`config.mk`:
```
export PLATFORM = sky130hd
export DESIGN_NAME = priority_task_scheduler_core
export DESIGN_NICKNAME = d
export VERILOG_FILES = /design/src/hw/rtl/pts_pkg.sv /design/src/hw/rtl/priority_task_scheduler_core.sv
export SDC_FILE = /design/constraint.sdc
export NUM_CORES = 1
export LEC_CHECK = 0
export BUFFER_PORTS_ARGS = -buffer_cell sky130_fd_sc_hd__buf_4
export CAP_MARGIN = 5
export CORE_MARGIN = 2
export CORE_UTILIZATION = 30
export DETAILED_ROUTE_END_ITERATION = 6
export PLACE_DENSITY = 0.51
export REMOVE_ABC_BUFFERS = 1
export SETUP_SLACK_MARGIN = 0.3
export SYNTH_ARGS = -nofsm -noshare
export SYNTH_HDL_FRONTEND = slang
export SYNTH_SLANG_ARGS = --single-unit
export TNS_END_PERCENT = 5
```
`constraint.sdc`:
```
create_clock -name clk_i -period 5.6 [get_ports clk_i]
set_input_delay 1.12 -clock clk_i [delete_from_list [all_inputs] [get_ports clk_i]]
set_output_delay 1.12 -clock clk_i [all_outputs]
set_load 0.01 [all_outputs]
```
`src/hw/rtl/pts_pkg.sv`:
```
`timescale 1ns / 1ps
package pts_pkg;

  localparam int unsigned NumPriosDef = 32;
  localparam int unsigned NumTasksDef = 16;
  localparam logic [7:0]  LockMax     = 8'd255;
  localparam logic [7:0]  SliceReset  = 8'd10;

  typedef enum logic [2:0] {
    CMD_READY    = 3'd0,
    CMD_REMOVE   = 3'd1,
    CMD_DELAY    = 3'd2,
    CMD_TICK     = 3'd3,
    CMD_LOCK     = 3'd4,
    CMD_UNLOCK   = 3'd5,
    CMD_SCHEDULE = 3'd6,
    CMD_NONE     = 3'd7
  } cmd_e;

endpackage

```
`src/hw/rtl/priority_task_scheduler_core.sv`:
```
`timescale 1ns / 1ps
// Channel | Handshake                 | Payload
// in      | in_valid_i / in_ready_o   | cmd_i, task_id_i, task_prio_i, delay_ticks_i
// out     | out_valid_o / out_ready_i | switch_now_o, next_task_o, running_task_o,
//         |                           | lock_depth_o, any_ready_o
// cfg     | cfg_we_i (no wait)        | cfg_wdata_i (time_slice_ticks)
//
// Lock, unlock, delay and schedule go straight to selection and output; remove unlinks
// the task if it is queued; ready unlinks a queued task, then pushes it at the head.
// A tick walks every task, decrements each delay count and pushes each woken task,
// then rotates the running task's queue on slice expiry; each state memory has one read port.
// Reset clears control state only; queue and link memories need no clearing pass.
// A result waits in the output register; the block holds in its last step only
// if a second result is ready while the first is still untaken.
module priority_task_scheduler_core #(
  parameter int unsigned NUM_PRIOS = pts_pkg::NumPriosDef,
  parameter int unsigned NUM_TASKS = pts_pkg::NumTasksDef
) (
  input  logic        clk_i,
  input  logic        rst_ni,
  input  logic        cfg_we_i,
  input  logic [7:0]  cfg_wdata_i,
  input  logic        in_valid_i,
  output logic        in_ready_o,
  input  logic [2:0]  cmd_i,
  input  logic [3:0]  task_id_i,
  input  logic [4:0]  task_prio_i,
  input  logic [15:0] delay_ticks_i,
  output logic        out_valid_o,
  input  logic        out_ready_i,
  output logic        switch_now_o,
  output logic [3:0]  next_task_o,
  output logic [3:0]  running_task_o,
  output logic [7:0]  lock_depth_o,
  output logic        any_ready_o
);

  localparam int unsigned TW = (NUM_TASKS > 1) ? $clog2(NUM_TASKS) : 1;
  localparam int unsigned PW = (NUM_PRIOS > 1) ? $clog2(NUM_PRIOS) : 1;

  typedef enum logic [15:0] {
    S_IDLE  = 16'h0001,
    S_TSCAN = 16'h0002,
    S_TDEC  = 16'h0004,
    S_U0    = 16'h0008,
    S_U1    = 16'h0010,
    S_U2    = 16'h0020,
    S_P0    = 16'h0040,
    S_P1    = 16'h0080,
    S_P2    = 16'h0100,
    S_RPRI  = 16'h0200,
    S_R0    = 16'h0400,
    S_R1    = 16'h0800,
    S_R2    = 16'h1000,
    S_R3    = 16'h2000,
    S_SEL   = 16'h4000,
    S_OUT   = 16'h8000
  } state_e;

  // State memories: per-task links, priority and delay count, per-priority ends
  logic [TW-1:0] next_mem [NUM_TASKS];
  logic [TW-1:0] prev_mem [NUM_TASKS];
  logic [PW-1:0] prio_mem [NUM_TASKS];
  logic [15:0]   dly_mem  [NUM_TASKS];
  logic [TW-1:0] head_mem [NUM_PRIOS];
  logic [TW-1:0] tail_mem [NUM_PRIOS];

  logic [TW-1:0] rd_next_q, rd_prev_q, rd_head_q, rd_tail_q;
  logic [PW-1:0] rd_prio_q;
  logic [15:0]   rd_dly_q;

  logic [TW-1:0] ta, qa_t;
  logic [PW-1:0] qa;
  logic [TW-1:0] da;
  logic          next_we, prev_we, prio_we, head_we, tail_we, dly_we;
  logic [TW-1:0] next_wa, prev_wa, prio_wa, dly_wa, next_wd, prev_wd, head_wd, tail_wd;
  logic [PW-1:0] head_wa, tail_wa, prio_wd;
  logic [15:0]   dly_wd;

  state_e           state_q, state_d;
  logic [NUM_PRIOS-1:0] bitmap_q, bitmap_d;
  logic [NUM_TASKS-1:0] inq_q, inq_d, dlyf_q, dlyf_d;
  logic [TW-1:0]    t_work_q, t_work_d, h_q, h_d, cur_q, cur_d;
  logic [PW-1:0]    p_push_q, p_push_d, p_work_q, p_work_d;
  logic [TW:0]      scan_q, scan_d;
  logic             push_after_q, push_after_d, tick_mode_q, tick_mode_d;
  logic [7:0]       slice_q, slice_d, ts_q, lock_q, lock_d;
  logic [7:0]       lk_q, lk_d;
  logic             out_valid_q, out_valid_d;
  logic             sw_q, sw_d, any_q, any_d;
  logic [TW-1:0]    nt_q, nt_d;

  logic [6:0]    tid_ext, prio_ext;
  logic          t_ok;
  logic [TW-1:0] tid;
  logic [PW-1:0] prio_sat;
  logic [PW-1:0] top_prio;
  logic [TW-1:0] scan_idx;
  logic [15:0]   dly_dec;
  logic [31:0]   nt_wide, cur_wide;

  assign tid_ext  = {3'b000, task_id_i};
  assign prio_ext = {2'b00, task_prio_i};
  assign t_ok     = tid_ext < 7'(NUM_TASKS);
  assign tid      = TW'(tid_ext);
  assign prio_sat = (prio_ext >= 7'(NUM_PRIOS)) ? PW'(NUM_PRIOS - 1) : PW'(prio_ext);
  assign scan_idx = scan_q[TW-1:0];
  assign dly_dec  = rd_dly_q - 16'd1;

  // Lowest-numbered nonempty priority
  always_comb begin
    top_prio = '0;
    for (int i = NUM_PRIOS - 1; i >= 0; i--) begin
      if (bitmap_q[i]) begin
        top_prio = PW'(i);
      end
    end
  end

  assign in_ready_o = (state_q == S_IDLE);

  always_comb begin
    state_d      = state_q;
    bitmap_d     = bitmap_q;
    inq_d        = inq_q;
    dlyf_d       = dlyf_q;
    t_work_d     = t_work_q;
    h_d          = h_q;
    cur_d        = cur_q;
    p_push_d     = p_push_q;
    p_work_d     = p_work_q;
    scan_d       = scan_q;
    push_after_d = push_after_q;
    tick_mode_d  = tick_mode_q;
    slice_d      = slice_q;
    lock_d       = lock_q;
    lk_d         = lk_q;
    out_valid_d  = out_valid_q && !out_ready_i;
    sw_d         = sw_q;
    any_d        = any_q;
    nt_d         = nt_q;
    ta = t_work_q; qa = p_work_q; da = scan_idx;
    next_we = 1'b0; prev_we = 1'b0; prio_we = 1'b0;
    head_we = 1'b0; tail_we = 1'b0; dly_we = 1'b0;
    next_wa = t_work_q; prev_wa = t_work_q; prio_wa = t_work_q; dly_wa = scan_idx;
    next_wd = t_work_q; prev_wd = t_work_q; prio_wd = p_push_q; dly_wd = dly_dec;
    head_wa = p_push_q; tail_wa = p_push_q; head_wd = t_work_q; tail_wd = t_work_q;
    qa_t = '0;

    unique case (state_q)
      S_IDLE: begin
        if (in_valid_i) begin
          tick_mode_d  = 1'b0;
          push_after_d = 1'b0;
          t_work_d     = tid;
          p_push_d     = prio_sat;
          state_d      = S_SEL;
          unique case (pts_pkg::cmd_e'(cmd_i))
            pts_pkg::CMD_READY: begin
              if (t_ok) begin
                push_after_d = 1'b1;
                state_d      = inq_q[tid] ? S_U0 : S_P0;
              end
            end
            pts_pkg::CMD_REMOVE: begin
              if (t_ok && inq_q[tid]) begin
                state_d = S_U0;
              end
            end
            pts_pkg::CMD_DELAY: begin
              if (t_ok) begin
                dly_we      = 1'b1;
                dly_wa      = tid;
                dly_wd      = delay_ticks_i;
                dlyf_d[tid] = 1'b1;
              end
            end
            pts_pkg::CMD_TICK: begin
              tick_mode_d = 1'b1;
              scan_d      = '0;
              state_d     = S_TSCAN;
            end
            pts_pkg::CMD_LOCK: begin
              if (lock_q != pts_pkg::LockMax) lock_d = lock_q + 8'd1;
            end
            pts_pkg::CMD_UNLOCK: begin
              if (lock_q != 8'd0) lock_d = lock_q - 8'd1;
            end
            pts_pkg::CMD_SCHEDULE, pts_pkg::CMD_NONE: begin
            end
            default: begin
            end
          endcase
        end
      end
      // Walk the delayed tasks; read count and priority of the next one
      S_TSCAN: begin
        if (scan_q == (TW+1)'(NUM_TASKS)) begin
          if (slice_q == 8'd1) begin
            slice_d = ts_q;
            state_d = S_RPRI;
          end else begin
            slice_d = slice_q - 8'd1;
            state_d = S_SEL;
          end
        end else if (dlyf_q[scan_idx]) begin
          ta      = scan_idx;
          state_d = S_TDEC;
        end else begin
          scan_d = scan_q + 1'b1;
        end
      end
      S_TDEC: begin
        ta     = scan_idx;
        dly_we = 1'b1;
        scan_d = scan_q + 1'b1;
        if (dly_dec == 16'd0) begin
          dlyf_d[scan_idx] = 1'b0;
          t_work_d     = scan_idx;
          p_push_d     = rd_prio_q;
          push_after_d = 1'b1;
          state_d      = inq_q[scan_idx] ? S_U0 : S_P0;
        end else begin
          state_d = S_TSCAN;
        end
      end
      // Unlink: read links, then queue ends, then patch
      S_U0: state_d = S_U1;
      S_U1: begin
        qa      = rd_prio_q;
        state_d = S_U2;
      end
      S_U2: begin
        qa = rd_prio_q;
        if (rd_head_q == t_work_q && rd_tail_q == t_work_q) begin
          bitmap_d[rd_prio_q] = 1'b0;
        end else begin
          if (rd_head_q == t_work_q) begin
            head_we = 1'b1; head_wa = rd_prio_q; head_wd = rd_next_q;
          end else begin
            next_we = 1'b1; next_wa = rd_prev_q; next_wd = rd_next_q;
          end
          if (rd_tail_q == t_work_q) begin
            tail_we = 1'b1; tail_wa = rd_prio_q; tail_wd = rd_prev_q;
          end else begin
            prev_we = 1'b1; prev_wa = rd_next_q; prev_wd = rd_prev_q;
          end
        end
        inq_d[t_work_q] = 1'b0;
        state_d = push_after_q ? S_P0 : S_SEL;
      end
      // Push at head: read old head, then link in
      S_P0: begin
        qa      = p_push_q;
        state_d = S_P1;
      end
      S_P1: begin
        qa      = p_push_q;
        h_d     = rd_head_q;
        prio_we = 1'b1;
        prev_we = 1'b1;
        next_we = 1'b1;
        head_we = 1'b1;
        inq_d[t_work_q] = 1'b1;
        if (bitmap_q[p_push_q]) begin
          next_wd = rd_head_q;
          state_d = S_P2;
        end else begin
          tail_we = 1'b1;
          bitmap_d[p_push_q] = 1'b1;
          state_d = tick_mode_q ? S_TSCAN : S_SEL;
        end
      end
      S_P2: begin
        prev_we = 1'b1; prev_wa = h_q; prev_wd = t_work_q;
        state_d = tick_mode_q ? S_TSCAN : S_SEL;
      end
      // Slice expiry: rotate the running task's queue
      S_RPRI: begin
        ta      = cur_q;
        state_d = S_R0;
      end
      S_R0: begin
        ta       = cur_q;
        qa       = rd_prio_q;
        p_work_d = rd_prio_q;
        state_d  = bitmap_q[rd_prio_q] ? S_R1 : S_SEL;
      end
      S_R1: begin
        ta      = rd_head_q;
        state_d = (rd_head_q == rd_tail_q) ? S_SEL : S_R2;
      end
      S_R2: begin
        ta      = rd_head_q;
        head_we = 1'b1; head_wa = p_work_q; head_wd = rd_next_q;
        tail_we = 1'b1; tail_wa = p_work_q; tail_wd = rd_head_q;
        next_we = 1'b1; next_wa = rd_tail_q; next_wd = rd_head_q;
        prev_we = 1'b1; prev_wa = rd_head_q; prev_wd = rd_tail_q;
        state_d = S_R3;
      end
      S_R3: begin
        next_we = 1'b1; next_wa = rd_head_q; next_wd = rd_head_q;
        state_d = S_SEL;
      end
      S_SEL: begin
        qa      = top_prio;
        state_d = S_OUT;
      end
      S_OUT: begin
        qa = top_prio;
        if (!out_valid_q || out_ready_i) begin
          any_d = |bitmap_q;
          nt_d  = any_d ? rd_head_q : '0;
          sw_d  = any_d && (lock_q == 8'd0) && (rd_head_q != cur_q);
          if (sw_d) cur_d = rd_head_q;
          // Capture the lock depth with the item so it holds while the item waits
          lk_d        = lock_q;
          out_valid_d = 1'b1;
          state_d     = S_IDLE;
        end
      end
      default: state_d = S_IDLE;
    endcase
    qa_t = h_q;
  end

  // Memories: synchronous write, registered read-first data
  always_ff @(posedge clk_i) begin
    if (next_we) next_mem[next_wa] <= next_wd;
    if (prev_we) prev_mem[prev_wa] <= prev_wd;
    if (prio_we) prio_mem[prio_wa] <= prio_wd;
    rd_next_q <= next_mem[ta];
    rd_prev_q <= prev_mem[ta];
    rd_prio_q <= prio_mem[ta];
  end

  always_ff @(posedge clk_i) begin
    if (head_we) head_mem[head_wa] <= head_wd;
    if (tail_we) tail_mem[tail_wa] <= tail_wd;
    rd_head_q <= head_mem[qa];
    rd_tail_q <= tail_mem[qa];
  end

  always_ff @(posedge clk_i) begin
    if (dly_we) dly_mem[dly_wa] <= dly_wd;
    rd_dly_q <= dly_mem[da];
  end

  always_ff @(posedge clk_i or negedge rst_ni) begin
    if (!rst_ni) begin
      state_q      <= S_IDLE;
      bitmap_q     <= '0;
      inq_q        <= '0;
      dlyf_q       <= '0;
      cur_q        <= '0;
      scan_q       <= '0;
      push_after_q <= 1'b0;
      tick_mode_q  <= 1'b0;
      slice_q      <= pts_pkg::SliceReset;
      ts_q         <= pts_pkg::SliceReset;
      lock_q       <= '0;
      out_valid_q  <= 1'b0;
    end else begin
      state_q      <= state_d;
      bitmap_q     <= bitmap_d;
      inq_q        <= inq_d;
      dlyf_q       <= dlyf_d;
      cur_q        <= cur_d;
      scan_q       <= scan_d;
      push_after_q <= push_after_d;
      tick_mode_q  <= tick_mode_d;
      slice_q      <= slice_d;
      lock_q       <= lock_d;
      out_valid_q  <= out_valid_d;
      if (cfg_we_i) ts_q <= cfg_wdata_i;
    end
  end

  // Payload registers
  always_ff @(posedge clk_i) begin
    t_work_q <= t_work_d;
    h_q      <= (qa_t == h_d) ? qa_t : h_d;
    p_push_q <= p_push_d;
    p_work_q <= p_work_d;
    sw_q     <= sw_d;
    any_q    <= any_d;
    nt_q     <= nt_d;
    lk_q     <= lk_d;
  end

  assign nt_wide  = 32'(nt_q);
  assign cur_wide = 32'(cur_q);

  assign out_valid_o    = out_valid_q;
  assign switch_now_o   = sw_q;
  assign next_task_o    = nt_wide[3:0];
  assign running_task_o = cur_wide[3:0];
  assign lock_depth_o   = lk_q;
  assign any_ready_o    = any_q;

endmodule

```
# Yosys cells after proc, flatten, opt, wreduce, memory -nomap -nowiden
# Memory sizes are Yosys's and may differ from the RTL's. A register that Yosys moved wholly into a read port is not among the register bits.
# Cells that the tools add are included.
# word_totals
out_inout_bits	20
ramBits	720
elab_cells	305
n_memories	6
reg_bits	148
# mem_list
memory	words	word_bits	rd	rd_ports_with_merged_regs	write_ports	line_no	source
dly_mem	16	16	1	1	1	priority_task_scheduler_core.sv:64	logic [15:0] dly_mem [NUM_TASKS];
head_mem	32	4	1	1	1	priority_task_scheduler_core.sv:65	logic [TW-1:0] head_mem [NUM_PRIOS];
tail_mem	32	4	1	1	1	priority_task_scheduler_core.sv:66	logic [TW-1:0] tail_mem [NUM_PRIOS];
prio_mem	16	5	1	1	1	priority_task_scheduler_core.sv:63	logic [PW-1:0] prio_mem [NUM_TASKS];
next_mem	16	4	1	1	1	priority_task_scheduler_core.sv:61	logic [TW-1:0] next_mem [NUM_TASKS];
prev_mem	16	4	1	1	1	priority_task_scheduler_core.sv:62	logic [TW-1:0] prev_mem [NUM_TASKS];
# op_classes
magnitude_cmp	12
n_mux	170
reduce_logical	41
eq_ne	42
n_bitwise	9
add_sub_neg	5
# op_table
op	count
16-bit case mux with 16 select lines	1
5-bit 2-to-1 mux	43
16-bit 2-to-1 mux	12
15-bit 2-to-1 mux	8
4-bit 2-to-1 mux	23
32-bit 2-to-1 mux	2
16-bit case mux with 2 select lines	2
32-bit case mux with 2 select lines	1
15-bit case mux with 3 select lines	1
1-bit 2-to-1 mux	41
4-bit case mux with 3 select lines	3
16-bit AND	2
32-bit AND	1
16-bit NOT	2
32-bit NOT	1
16-bit bitwise OR	2
32-bit bitwise OR	1
4-bit case mux with 2 select lines	4
32-bit OR reduction	1
5-bit case mux with 2 select lines	3
5-bit case mux with 3 select lines	2
8-bit 2-to-1 mux	3
7-bit 2-to-1 mux	3
4-bit by 5-bit less-than comparator with 1-bit output, second input constant	4
57 further kinds	113

# Logic depth before layout (Yosys ltp)
# depth
ltp_word	33
mapped_depth	14

# Least setup slack after synthesis
# Ideal clock, no wire load.
# synth_path
kind	register to register
startpoint	register state_q[10]
endpoint	memory dly_mem[0][0], enable pin
path_slack_ns	1.616
stages_incl_launch_ff	12
n_path_buf	1
t_required_ns	5.212
arrival_time_ns	3.596
setup_time_ns	0.388
cell_sequence	dfrtp_1 -> nor4_4 -> nand4_1 -> or3_1 -> or2_1 -> inv_2 -> nand2_2 -> or3_1 -> clkbuf_1 -> or3_4 -> a21boi_1 -> nor2_1
# synth_between
elab_chain_cells	4
word_cells_on_any_way	6
# synth_rtl
element	line_no	source
from (decl)	priority_task_scheduler_core.sv:80	state_e state_q, state_d;
from (signal assigned)	priority_task_scheduler_core.sv:364	state_q <= state_d;
16-bit by 1-bit == test with 1-bit output (*)	-	
net in_ready_o	priority_task_scheduler_core.sv:24	output logic in_ready_o,
1-bit case mux with 2 select lines	priority_task_scheduler_core.sv:150	unique case (state_q)
1-bit 2-to-1 mux	priority_task_scheduler_core.sv:345	if (dly_we) dly_mem[dly_wa] <= dly_wd;
1-bit 2-to-1 mux (not written as such)	priority_task_scheduler_core.sv:345	
to (decl)	priority_task_scheduler_core.sv:64	
# The timed path passes the listed nets; every way through them passes the cells marked *.

# Worst setup path in the final report
# layout_path
startpoint	register state_q[1]
endpoint	register rd_head_q[0], read port of head_mem
# layout_between
elab_chain_cells	3
word_cells_on_any_way	11
# layout_rtl
element	line_no	source
16-bit by 6-bit == test with 1-bit output, or another cell as far along	priority_task_scheduler_core.sv:150	
3-bit OR reduction (no line) or 2-bit OR reduction (tied branches)	-	
5-bit case mux with 3 select lines (*)	priority_task_scheduler_core.sv:150	
to (decl)	priority_task_scheduler_core.sv:68	logic [TW-1:0] rd_next_q, rd_prev_q, rd_head_q, rd_tail_q;
# Mark *: on every way between the ends. The rest lies on a longest branch, timed or not.
# A chain may end at the register's enable or synchronous reset.

==> metrics <==
final hold viol count=0; crit path buf inv count=2; R2R cell count=11; DR vias=24600; FF-to-FF End=rd_head_q[0]; Main synth FF type=edfxtp_1; # fillers=12700; clk sinks=~910; Async SR Flop Fraction=0.128; commonest cells in the netlist=edfxtp_1 (752), nor2_1 (221), nand2_1 (173), o21ai_0 (160), mux4_2 (142); dpl hpwl=70900 um; TritonRoute pass-1 iters=6; Static Leak=14.9 nW; Ports=61; Power Total=17.7 mW; Port Buffers=60; share of power burned in registers=0.458; Crit Path Class=register to register; Overflow after GRT=0; P_int=12.5 mW; first-pass GRT wire length=163000 um; initial antenna violation count=6; drt total wl=107000 um; unrepaired setup endpoints after global routing=no; crit path time final=4.78 ns; Cell Pwr Density=386 nW/um^2; final std cells w/o fill=4628; Slew Viols, Final=0; fmax=roughly 210 MHz; Final period util=0.854; Total GRT Usage=0.158; clock slew at reported path FFs=0.07 ns; area grow syn2layout=15.0%; dominant cell type by area after synthesis=edfxtp_1; cell mode on critical path=buf_4; vias per std cell=5.31; Avg Inst Size Synth=roughly 15 um^2; EDFF count, synth=752; VDD IR-drop max=0.255 mV; Setup-failing EPs final=0; Core Area=131000 um^2; critical path capture point type=register; min-delay worst type=input port to async pin; share of layout cells above drive strength 1=0.179; slowest cell delay on critical path=0.86 ns; GP Congestion=0.839; most frequent cell after synthesis=edfxtp_1; share of the yosys chip area belonging to registers=0.660; postcts setup bufs=0; Switch Pwr=approximately 5.1 mW; switch share=0.291; Ys Warns=0; worst endpoint data arrival time=between 5 and 6 ns; Crit path max-delay family=simple AND/OR/NAND/NOR gates; CTS tree=yes; die height=368 um; Final ANT Viol Nets=0; CP startpoint kind=register; post-synthesis cell count=2713; maximum net fanout on the critical path=27; CTS H-tree depth=3; hold_buf cts=0; post-DR wirelength/cell=23.2 um; pin count of the biggest net entering global routing=122; Initial Utilization=0.302; Max clock buf depth=3; number of distinct library cells after synthesis=90; Root Driver=clkbuf_16; Max Cap Viol=0; Final nets=2845; Clock power frac=0.365; vias in the first global route=24600; Tightest Pin Transition=1.15 ns; Die W=368 um; Die ar.=approximately 140000 um^2; Resized cells post-CTS=0; combinational fraction of design power=0.177; setup slack, reg-to-reg=0.82 ns; status=finished, final reports clean; post-synth top area share=0.568; placed instance count=roughly 4400; Clock Skews=0.0503 ns; clk_lat worst skew=0.71 ns; worst path cell trace=nor4_4 > nand4_1 > nor2_1 > a22o_2 > buf_4 > a211o_2 > buf_4 > a31oi_1 > a22oi_1 > o22ai_1 > nor4_1; largest cells by area after synthesis=edfxtp_1 (57%), mux4_2 (8.0%), dfrtp_1 (7.0%); DRC errors left=0; slowest CP cell=nor4_1; post-synthesis cell area=between 30000 and 40000 um^2; reg2reg start=state_q[1]; Rel. slew slack=0.231; row count=133; Crit path required time=between 6 and 7 ns; #FFs+latches synth=905; 1st-iter DRT viols=about 2300; cts bufs inserted=97
==> cell type report <==
class	count	area, um^2	area share
Clock inverter	46	532	0.0116
Inverter	41	154	0.00337
Tap cell	1755	2200	0.0480
Antenna cell	1	2.50	0.0000547
Multi-Input combinational cell	1599	12700	0.279
Sequential cell	905	26200	0.574
Timing Repair Buffer	145	1180	0.0257
Clock buffer	136	2690	0.0588
==> worst register-to-register path, stage by stage (launching register included) <==
cell	delay (ns)
dfrtp_1	0.47
nor4_4	0.52
nand4_1	0.40
nor2_1	0.39
a22o_2	0.21
buf_4	0.35
a211o_2	0.57
buf_4	0.35
a31oi_1	0.12
a22oi_1	0.23
o22ai_1	0.14
nor4_1	0.86
==> stage by stage <==
| stage | util | TNS (ns) | area (um^2) | setup WS [ns] | hold WS [ns] |
|---|---|---|---|---|---|
| after floorplan | - | -41.20 | 39000 | -2.44 | 0.446 |
| after detailed placement | 0.323 | 0 | 42500 | 0.791 | 0.492 |
| after global routing | 0.348 | 0 | 45700 | 0.578 | 0.472 |
| after global placement | 0.323 | 0 | 42500 | 0.777 | 0.478 |
| final | 0.348 | 0 | 45700 | 0.815 | 0.460 |
| after CTS | 0.348 | 0 | 45700 | 0.777 | 0.409 |
==> cells by family after synthesis <==
logic type	synth area share
multiplexers	0.100
adder cells (fa/ha/maj)	0.00491
AND/OR/NAND/NOR	0.0838
AO/OA/AOI/OAI	0.119
buffers and inverters	0.0219
XOR/XNOR	0.0101
flip-flops	0.660
==> state kept, by name, indices dropped and copies added (netlist names), 5 cells and up, named ones only <==
signal        cells
dlyf_q           16
slice_q           8
bitmap_q         32
dly_mem         256
p_push_q          5
tail_mem        128
scan_q            5
rd_dly_q         16
state_q          16
ts_q              8
p_work_q          5
lock_q            8
lock_depth_o      8
next_mem         64
prev_mem         64
rd_prio_q         5
head_mem        128
prio_mem         80
==> metal layers <==
| metal | track usage | vias up | share of wire |
|---|---|---|---|
| met2 | 0.249 | 747 | 0.47 |
| met5 | 0 | - | 0.00047 |
| met1 | 0.222 | 12600 | 0.44 |
| met4 | 0.0440 | 8 | 0.023 |
| met3 | 0.0318 | 154 | 0.063 |
| li1 | - | 11100 | - |
==> cell usage in the layout (no fill, tap or decap), types with 33 or more instances in the layout <==
cell / synthesis / final
o22ai_1: 33 / 33
a22o_1: 67 / 65
a221oi_1: 69 / 69
a22oi_1: 117 / 117
nor4_1: 40 / 40
buf_4: 5 / 138
nand2_1: 173 / 173
o21ai_0: 160 / 150
inv_1: 40 / 40
nor2_1: 221 / 204
dfxtp_1: 37 / 37
mux4_2: 142 / 142
edfxtp_1: 752 / 752
dfrtp_1: 111 / 108
a31oi_1: 75 / 74
clkbuf_16: 0 / 100
a21oi_1: 72 / 72
==> how the worst max path moves through the flow <==
stage          startpoint           end  slack [ns]  depth (start not counted)
3_5_place_dp   state_q[1]  rd_head_q[1]        0.79                         11
2_1_floorplan  state_q[0]  rd_head_q[0]       -2.44                          9
4_1_cts        state_q[1]  rd_head_q[1]        0.78                         11
6_report       state_q[1]  rd_head_q[0]        0.82                         11
5_1_grt        state_q[1]  rd_head_q[0]        0.58                         11
3_3_place_gp   state_q[1]  rd_head_q[0]        0.78                         11
==> power groups by stage <==
stage,Clock (mW),Combinational (mW),Sequential (mW)
floorplan,0,1.93,8.06
global placement,0,3.14,8.22
detailed placement,0,3.15,8.21
CTS,6.61,3.15,8.08
global route,6.86,3.43,8.10
finish,6.45,3.13,8.09
No activity file was read; power rests on OpenSTA's default activity.
